**src/rtl/core/opl_pkg.sv**
```systemverilog
package opl_pkg;

    // Default sizes of the overstrike store.
    localparam int LAYERS_DEF     = 10;
    localparam int LINE_WIDTH_DEF = 132;

    // Output buffer: bytes one input item may cause, and bytes per result.
    localparam int RESULT_BYTES = 32;
    localparam int OUT_CAP      = 48 * RESULT_BYTES;

    // Byte codes.
    localparam logic [7:0] CH_NUL    = 8'h00;
    localparam logic [7:0] CH_BS     = 8'h08;
    localparam logic [7:0] CH_TAB    = 8'h09;
    localparam logic [7:0] CH_NL     = 8'h0A;
    localparam logic [7:0] CH_FF     = 8'h0C;
    localparam logic [7:0] CH_CR     = 8'h0D;
    localparam logic [7:0] CH_ESC    = 8'h1B;
    localparam logic [7:0] CH_SPACE  = 8'h20;
    localparam logic [7:0] CH_FINAL_LO = 8'h40;
    localparam logic [7:0] CH_UPPER_P = 8'h50;
    localparam logic [7:0] CH_BRACKET = 8'h5B;
    localparam logic [7:0] CH_BSLASH = 8'h5C;
    localparam logic [7:0] CH_RESET  = 8'h63;
    localparam logic [7:0] CH_FINAL_HI = 8'h7E;
    localparam logic [7:0] CH_HIGH   = 8'h80;

    localparam logic [9:0] TAB_MASK      = 10'd7;
    localparam logic [9:0] COL_MAX       = 10'd1023;
    localparam logic [7:0] FF_PAGE_LIMIT = 8'd66;

    // Configuration register indexes and reset values.
    localparam logic [1:0] REG_LINE_WIDTH  = 2'd0;
    localparam logic [1:0] REG_PAGE_LENGTH = 2'd1;
    localparam logic [1:0] REG_INDENT      = 2'd2;
    localparam logic [1:0] REG_LITERAL     = 2'd3;

    localparam logic [7:0] LINE_WIDTH_RST  = 8'd80;
    localparam logic [7:0] PAGE_LENGTH_RST = 8'd66;

    // Escape handler modes.
    localparam logic [1:0] ESC_IDLE   = 2'd0;
    localparam logic [1:0] ESC_START  = 2'd1;
    localparam logic [1:0] ESC_STRING = 2'd2;
    localparam logic [1:0] ESC_SEQ    = 2'd3;

    typedef enum logic [4:0] {
        OP_NOP,
        OP_CLEAR,
        OP_LATCH,
        OP_DECODE,
        OP_PUT_CH,
        OP_SRCH_RD,
        OP_SRCH_CHK,
        OP_FL_CHK,
        OP_FL_RD,
        OP_FL_WR,
        OP_FL_TERM,
        OP_PUT_FF,
        OP_END_FF,
        OP_PUT_ESC,
        OP_END_C,
        OP_OUT_RD,
        OP_OUT_GET,
        OP_OUT_ACK
    } t_op;

    typedef enum logic [2:0] {
        K_NONE,
        K_ESC2,
        K_PLACE,
        K_FLUSH,
        K_END
    } t_kind;

    typedef struct packed {
        t_op op;
    } t_cmd;

    typedef struct packed {
        t_kind kind;
        logic  clr_done;
        logic  found;
        logic  srch_last;
        logic  fl_more;
        logic  c_lt_ext;
        logic  page_ff;
        logic  eoi;
        logic  deep_nz;
        logic  olen_nz;
        logic  j_full;
        logic  o_more;
    } t_status;

endpackage

```
**src/rtl/core/opl_ctrl.sv**
```systemverilog
module opl_ctrl (
    input  logic             i_clk,
    input  logic             i_rst_n,
    input  logic             i_in_valid,
    input  logic             i_out_ready,
    input  opl_pkg::t_status i_st,
    output opl_pkg::t_cmd    o_cmd,
    output logic             o_in_ready,
    output logic             o_out_valid
);

    typedef enum logic [4:0] {
        S_CLEAR, S_IDLE, S_DEC, S_ESC2, S_SRD, S_SCHK,
        S_FCHK, S_FCOL, S_FRD, S_FWR, S_FTERM, S_FFF,
        S_EFF, S_EESC, S_EC, S_OCHK, S_ORD, S_OGET, S_OSEND
    } t_state;

    t_state r_state;

    always_ff @(posedge i_clk) begin
        if (!i_rst_n) begin
            r_state <= S_CLEAR;
        end else begin
            unique case (r_state)
                S_CLEAR: if (i_st.clr_done) r_state <= S_IDLE;
                S_IDLE:  if (i_in_valid) r_state <= S_DEC;
                S_DEC: begin
                    unique case (i_st.kind)
                        opl_pkg::K_END:   r_state <= i_st.deep_nz ? S_FCHK : S_EFF;
                        opl_pkg::K_FLUSH: r_state <= S_FCHK;
                        opl_pkg::K_PLACE: r_state <= S_SRD;
                        opl_pkg::K_ESC2:  r_state <= S_ESC2;
                        default:          r_state <= S_OCHK;
                    endcase
                end
                S_ESC2: r_state <= S_OCHK;
                S_SRD:  r_state <= S_SCHK;
                S_SCHK: r_state <= (i_st.found || i_st.srch_last) ? S_OCHK : S_SRD;
                S_FCHK: begin
                    if (i_st.fl_more) r_state <= S_FCOL;
                    else r_state <= i_st.eoi ? S_EFF : S_OCHK;
                end
                S_FCOL:  r_state <= i_st.c_lt_ext ? S_FRD : S_FTERM;
                S_FRD:   r_state <= S_FWR;
                S_FWR:   r_state <= S_FCOL;
                S_FTERM: r_state <= i_st.page_ff ? S_FFF : S_FCHK;
                S_FFF:   r_state <= S_FCHK;
                S_EFF:   r_state <= S_EESC;
                S_EESC:  r_state <= S_EC;
                S_EC:    r_state <= S_OCHK;
                S_OCHK:  r_state <= i_st.olen_nz ? S_ORD : S_IDLE;
                S_ORD:   r_state <= (i_st.j_full || !i_st.o_more) ? S_OSEND : S_OGET;
                S_OGET:  r_state <= S_ORD;
                S_OSEND: begin
                    if (i_out_ready) r_state <= i_st.o_more ? S_ORD : S_IDLE;
                end
                default: r_state <= S_IDLE;
            endcase
        end
    end

    always_comb begin
        unique case (r_state)
            S_CLEAR: o_cmd.op = opl_pkg::OP_CLEAR;
            S_IDLE:  o_cmd.op = i_in_valid ? opl_pkg::OP_LATCH : opl_pkg::OP_NOP;
            S_DEC:   o_cmd.op = opl_pkg::OP_DECODE;
            S_ESC2:  o_cmd.op = opl_pkg::OP_PUT_CH;
            S_SRD:   o_cmd.op = opl_pkg::OP_SRCH_RD;
            S_SCHK:  o_cmd.op = opl_pkg::OP_SRCH_CHK;
            S_FCHK:  o_cmd.op = opl_pkg::OP_FL_CHK;
            S_FRD:   o_cmd.op = opl_pkg::OP_FL_RD;
            S_FWR:   o_cmd.op = opl_pkg::OP_FL_WR;
            S_FTERM: o_cmd.op = opl_pkg::OP_FL_TERM;
            S_FFF:   o_cmd.op = opl_pkg::OP_PUT_FF;
            S_EFF:   o_cmd.op = opl_pkg::OP_END_FF;
            S_EESC:  o_cmd.op = opl_pkg::OP_PUT_ESC;
            S_EC:    o_cmd.op = opl_pkg::OP_END_C;
            S_ORD:   o_cmd.op = opl_pkg::OP_OUT_RD;
            S_OGET:  o_cmd.op = opl_pkg::OP_OUT_GET;
            S_OSEND: o_cmd.op = i_out_ready ? opl_pkg::OP_OUT_ACK : opl_pkg::OP_NOP;
            default: o_cmd.op = opl_pkg::OP_NOP;
        endcase
    end

    assign o_in_ready  = (r_state == S_IDLE);
    assign o_out_valid = (r_state == S_OSEND);

endmodule

```
**config.mk**
```make
export PLATFORM = sky130hd
export DESIGN_NAME = opl_ctrl
export DESIGN_NICKNAME = d
export VERILOG_FILES = /design/src/rtl/core/opl_pkg.sv /design/src/rtl/core/opl_ctrl.sv
export SDC_FILE = /design/constraint.sdc
export NUM_CORES = 1
export LEC_CHECK = 0
export ABC_CLOCK_PERIOD_IN_PS = 2490
export BUFFER_PORTS_ARGS = -buffer_cell sky130_fd_sc_hd__buf_2
export CAP_MARGIN = 20
export CORE_MARGIN = 2
export CORE_UTILIZATION = 35
export CTS_BUF_LIST = sky130_fd_sc_hd__clkbuf_8
export DETAILED_ROUTE_END_ITERATION = 10
export SLEW_MARGIN = 20
export SYNTH_ARGS = -nofsm -noshare
export SYNTH_HDL_FRONTEND = slang
export SYNTH_SLANG_ARGS = --single-unit
```
**constraint.sdc**
```tcl
create_clock -name i_clk -period 2.49 [get_ports i_clk]
set_clock_uncertainty 0.2 [all_clocks]
set_input_delay 0.1245 -clock i_clk [delete_from_list [all_inputs] [get_ports i_clk]]
set_output_delay 0.1245 -clock i_clk [all_outputs]
set_load 0.05 [all_outputs]
```
After elaboration in Yosys (flattened, before gate mapping)
Cells that the tools add are included.

Output and inout port bits: 7. Input port bits: 18. Register bits: 5.

Reductions and logical operators: 6. Multiplexer cells: 17. Eq/ne operators: 25.

Operators with widths (count): $pmux W5 S18 (1); $pmux W5 S17 (1); $eq A5 B4 Y1 const B (8); $mux W5 (6); $eq A5 B3 Y1 const B (4); $mux W4 (4); $pmux W4 S4 (1); $eq A5 B5 Y1 const B (3); $eq A5 B2 Y1 const B (2); $mux W2 (4); $eq A3 B2 Y1 const B (2); $ne A2 B2 Y1 const B (3); $eq A5 B1 Y1 const B (1); $logic_not A5 Y1 (1); $eq A3 B1 Y1 const B (1); $eq A3 B3 Y1 const B (1); $reduce_and A3 Y1 (1); $logic_or A1 B1 Y1 (2); $reduce_or A2 Y1 (1); $logic_not A1 Y1 (1).

Longest topological paths before layout
Depth after elaboration: 4. Depth in mapped cells: 6. Gate-level depth less buffers: 5.

Worst setup path before layout
Ideal clock, no wire load.

Path type: flip-flop to output port. Start point: register r_state[0]. End point: output port o_out_valid. Data required time: 2.166 ns. Arrival: 2.179 ns. Setup slack: -0.013 ns. Stages on the path, launching flop included: 4. Path through: dfxtp_1 > buf_4 > buf_4 > nor4_1.

Word-level cells in the longest chain between the ends: 1.

Ends and longest elaborated chain: start: declaration (RTL line opl_ctrl.sv:18) `t_state r_state;`; start signal: assignment (RTL line opl_ctrl.sv:29) `opl_pkg::K_END: r_state <= i_st.deep_nz ? S_FCHK : S_EFF;`; start signal: assignment (RTL line opl_ctrl.sv:38) `S_SCHK: r_state <= (i_st.found || i_st.srch_last) ? S_OCHK : S_SRD;`; start signal: assignment (RTL line opl_ctrl.sv:41) `else r_state <= i_st.eoi ? S_EFF : S_OCHK;`; $eq A5 B5 Y1 (RTL line opl_ctrl.sv:86) `assign o_out_valid = (r_state == S_OSEND);`; end: declaration (RTL line opl_ctrl.sv:9) `output logic o_out_valid`.

No other way between the ends.

==> results_dict.tcl <==
set metrics [dict create \
    wirelength_mm 2.19 \
    hold_ws_ns 0.0963 \
    finalSetupViolCount 0 \
    yosysTopAreaCellShare_pct 13.6 \
    startpoint_type "flip-flop" \
    clock_sinks 5 \
    numCtsBuffers 3 \
    synth_cell_types 42 \
    gr-usage-met3_pct 3.94 \
    clkLatencyLatePin_ns 0.22 \
    initial_core_util_pct 37.1 \
    critPathBufInv 1 \
    gr-total-overflow 0 \
    ys_seq_area_share_pct 13.6 \
    fp.dieH_um 49.8 \
    layout-drive-gt1-share_pct 24.6 \
    avgViaCountPerCell 5.71 \
    yosys.area.top_type "dfxtp_1" \
    synth_common_cells "nor2_1, a21oi_1, a31oi_1, nand2_1" \
    max-cap-violations 0 \
    cts.clk_slew.worst_paths_ns 0.04 \
    syn_nets 131 \
    hold_path_depth 4 \
    fin_util_pct 45.3 \
    gr-usage-all-layers_pct 18.5 \
    finalMaxSlewViolations 0 \
    route.detailed.drc 0 \
    cp.required_ns 2.17 \
    worst-r2r-cell-count 5 \
    yosysMostFrequentCell "nor2_1" \
    synth_compound_area_share_pct 33.3 \
    dr.pass1.iters 4 \
    hp-start "i_st[2]" \
    synthArstFlopShare_pct 0 \
    largest_reg_flops 5 \
    ys_top_cells_by_area "dfxtp_1, nor2_1, a21oi_1, a31oi_1, nor2b_1" \
    cts_tree "done" \
    largest-register "r_state" \
    grt_start_max_net_pins 25 \
    n_antenna_cell 0 \
    vias 920 \
    rows 16 \
    power_leakage_nw 0.365 \
    ant_nets 0 \
    status "finished, final reports clean" \
    num-nets-final 153 \
    synthMuxAreaShare_pct 1.36 \
    grt_pass1_wl_mm 3.59 \
    synth_ff_type "dfxtp_1" \
    synth_top_family_by_area "simple AND/OR/NAND/NOR gates" \
    top_usage_layer "met2" \
    fmax_mhz 457 \
    port_buffers 24 \
    coreArea_um2 1980 \
    syn-instance-count 113 \
    die_x_um 49.8 \
    place_hpwl_mm 1.63 \
    r2r_setup_slack_ns 0.46 \
    crit_chain "and2_1, mux2i_1, o21ai_0, buf_2" \
    synth_seq_cells 5 \
    slew_headroom_pct 47.9 \
    hold_viol_final 0 \
    yosysWarningCount 0 \
    antenna_found_initial 0 \
    use_met1_pct 22.6 \
    worst-setup-path-type "reg -> out" \
    synth_edf_count 0 \
    dp.cells 156 \
    netlist_area_um2 736 \
    first_iter_violations 34 \
    min_path_type "in -> reg" \
    synthSimpleGateAreaFrac_pct 40.8 \
    post-route-min-period_ns 2.19 \
    synth_xor_area_share_pct 0 \
    slowest_delay_ns 0.82 \
    cpLargestDelayFamily "flip-flops" \
    rsz0062_at_grt "false" \
    vdd_drop_max_mv 0.612 \
    use_met2_pct 31.3 \
    slowest_stage "dfxtp_1" \
    top_regs "r_state (5)" \
    ctsHtreeMaxLevel 1 \
    syn_area_per_cell_um2 6.51 \
    routedWlPerCell_um 13.6 \
    min_to "r_state[4]$_SDFFE_PN0P_" \
    r2r-end "r_state[1]$_SDFFE_PN0P_" \
    worst_pin_slew_ns 0.780 \
    finalCritPeriodShare_pct 87.8 \
    area_growth_pct 21.9 \
    die_area_um2 2480 \
    setup_tns_ns 0 \
    synth_fa_ha_area_share_pct 0 \
    worstPathArrival_ns 1.86 \
    gp_congestion 0.848 \
    endpoint_kind "output port" \
    grt_pass1_vias 847 \
    cp_max_fo 24 \
    cts_resized 0 \
    clock_path_buffers 2 \
    reg2reg_from "r_state[3]$_SDFFE_PN0P_" \
    ioPinCount 25 \
    clockRootBuffer "clkbuf_8" \
    final_cells 161 \
    p_per_area_nw_per_um2 1070 \
]
## layout make-up
type                    instances  area, um2
flip-flops and latches          5        100
clock buffers                   3       41.3
well taps                      27       33.8
multi-input cells              94        562
fillers                       211       1080
clock inverters                 1       3.75
inverters                       5       18.8
repair buffers                 26        138
## stage by stage
| step | power (mW) | area, um2 | setup WS, ns |
|---|---|---|---|
| 6_report | 0.960 | 897 | 0.304 |
| 5_1_grt | 1.04 | 897 | 0.147 |
| 4_1_cts | 0.958 | 897 | 0.304 |
| 3_5_place_dp | 0.803 | 842 | 0.522 |
| 3_3_place_gp | 0.798 | 842 | 0.566 |
| 2_1_floorplan | 0.704 | 742 | 0.204 |
## layer usage
layer | share of wire [%] | vias to the layer above | wire (um)
li1 | - | 463 | -
met1 | 41 | 413 | 896
met2 | 51 | 39 | 1110
met3 | 7.0 | 5 | 154
met4 | 1.4 | 0 | 31
met5 | 0 | - | 0
## placed cells by master, fill, tap and decap left out, types with 2 or more instances in the layout
master,synthesis,layout
buf_2,4,24
nor2_1,16,16
a21oi_1,9,9
a31oi_1,7,7
nand2_1,7,7
inv_1,5,6
nor3_1,5,5
o22ai_1,5,5
nor2b_1,5,5
o21ai_0,5,5
dfxtp_1,5,5
nand2b_1,4,4
nand3_1,3,3
clkbuf_8,0,3
and3_1,2,2
nand4_1,2,2
## worst max-delay path by stage
stage | endpoint | start | slack, ns | cells after the start
4_1_cts | o_cmd[2] | r_state[0]$_SDFFE_PN0P_ | 0.30 | 4
3_5_place_dp | r_state[1]$_SDFFE_PN0P_ | r_state[3]$_SDFFE_PN0P_ | 0.52 | 5
5_1_grt | o_cmd[2] | r_state[0]$_SDFFE_PN0P_ | 0.15 | 4
3_3_place_gp | r_state[1]$_SDFFE_PN0P_ | r_state[0]$_SDFFE_PN0P_ | 0.57 | 5
6_report | o_cmd[2] | r_state[0]$_SDFFE_PN0P_ | 0.30 | 4
2_1_floorplan | o_cmd[0] | r_state[0]$_SDFFE_PN0P_ | 0.20 | 5
## cell families after synthesis
family,count (synthesis)
simple gates,55
buf+inv,14
mux,1
compound gates,38
flops,5
## power breakdown
group	switching [mW]	internal, mW
logic	0.387	0.209
clock network	0.0397	0.106
registers	0.115	0.104
## what timing repair did
item | CTS | global route
hold buffers | 1 | 0
hold endpoints to repair | 1 | 0
setup buffers | 0 | 0
## tightest hold or removal path: stages
cell	delay (ns)
buf_2	0.09
inv_1	0.04
a2bb2oi_1	0.14
nor2_1	0.08
No activity file was read; power rests on OpenSTA's default activity.
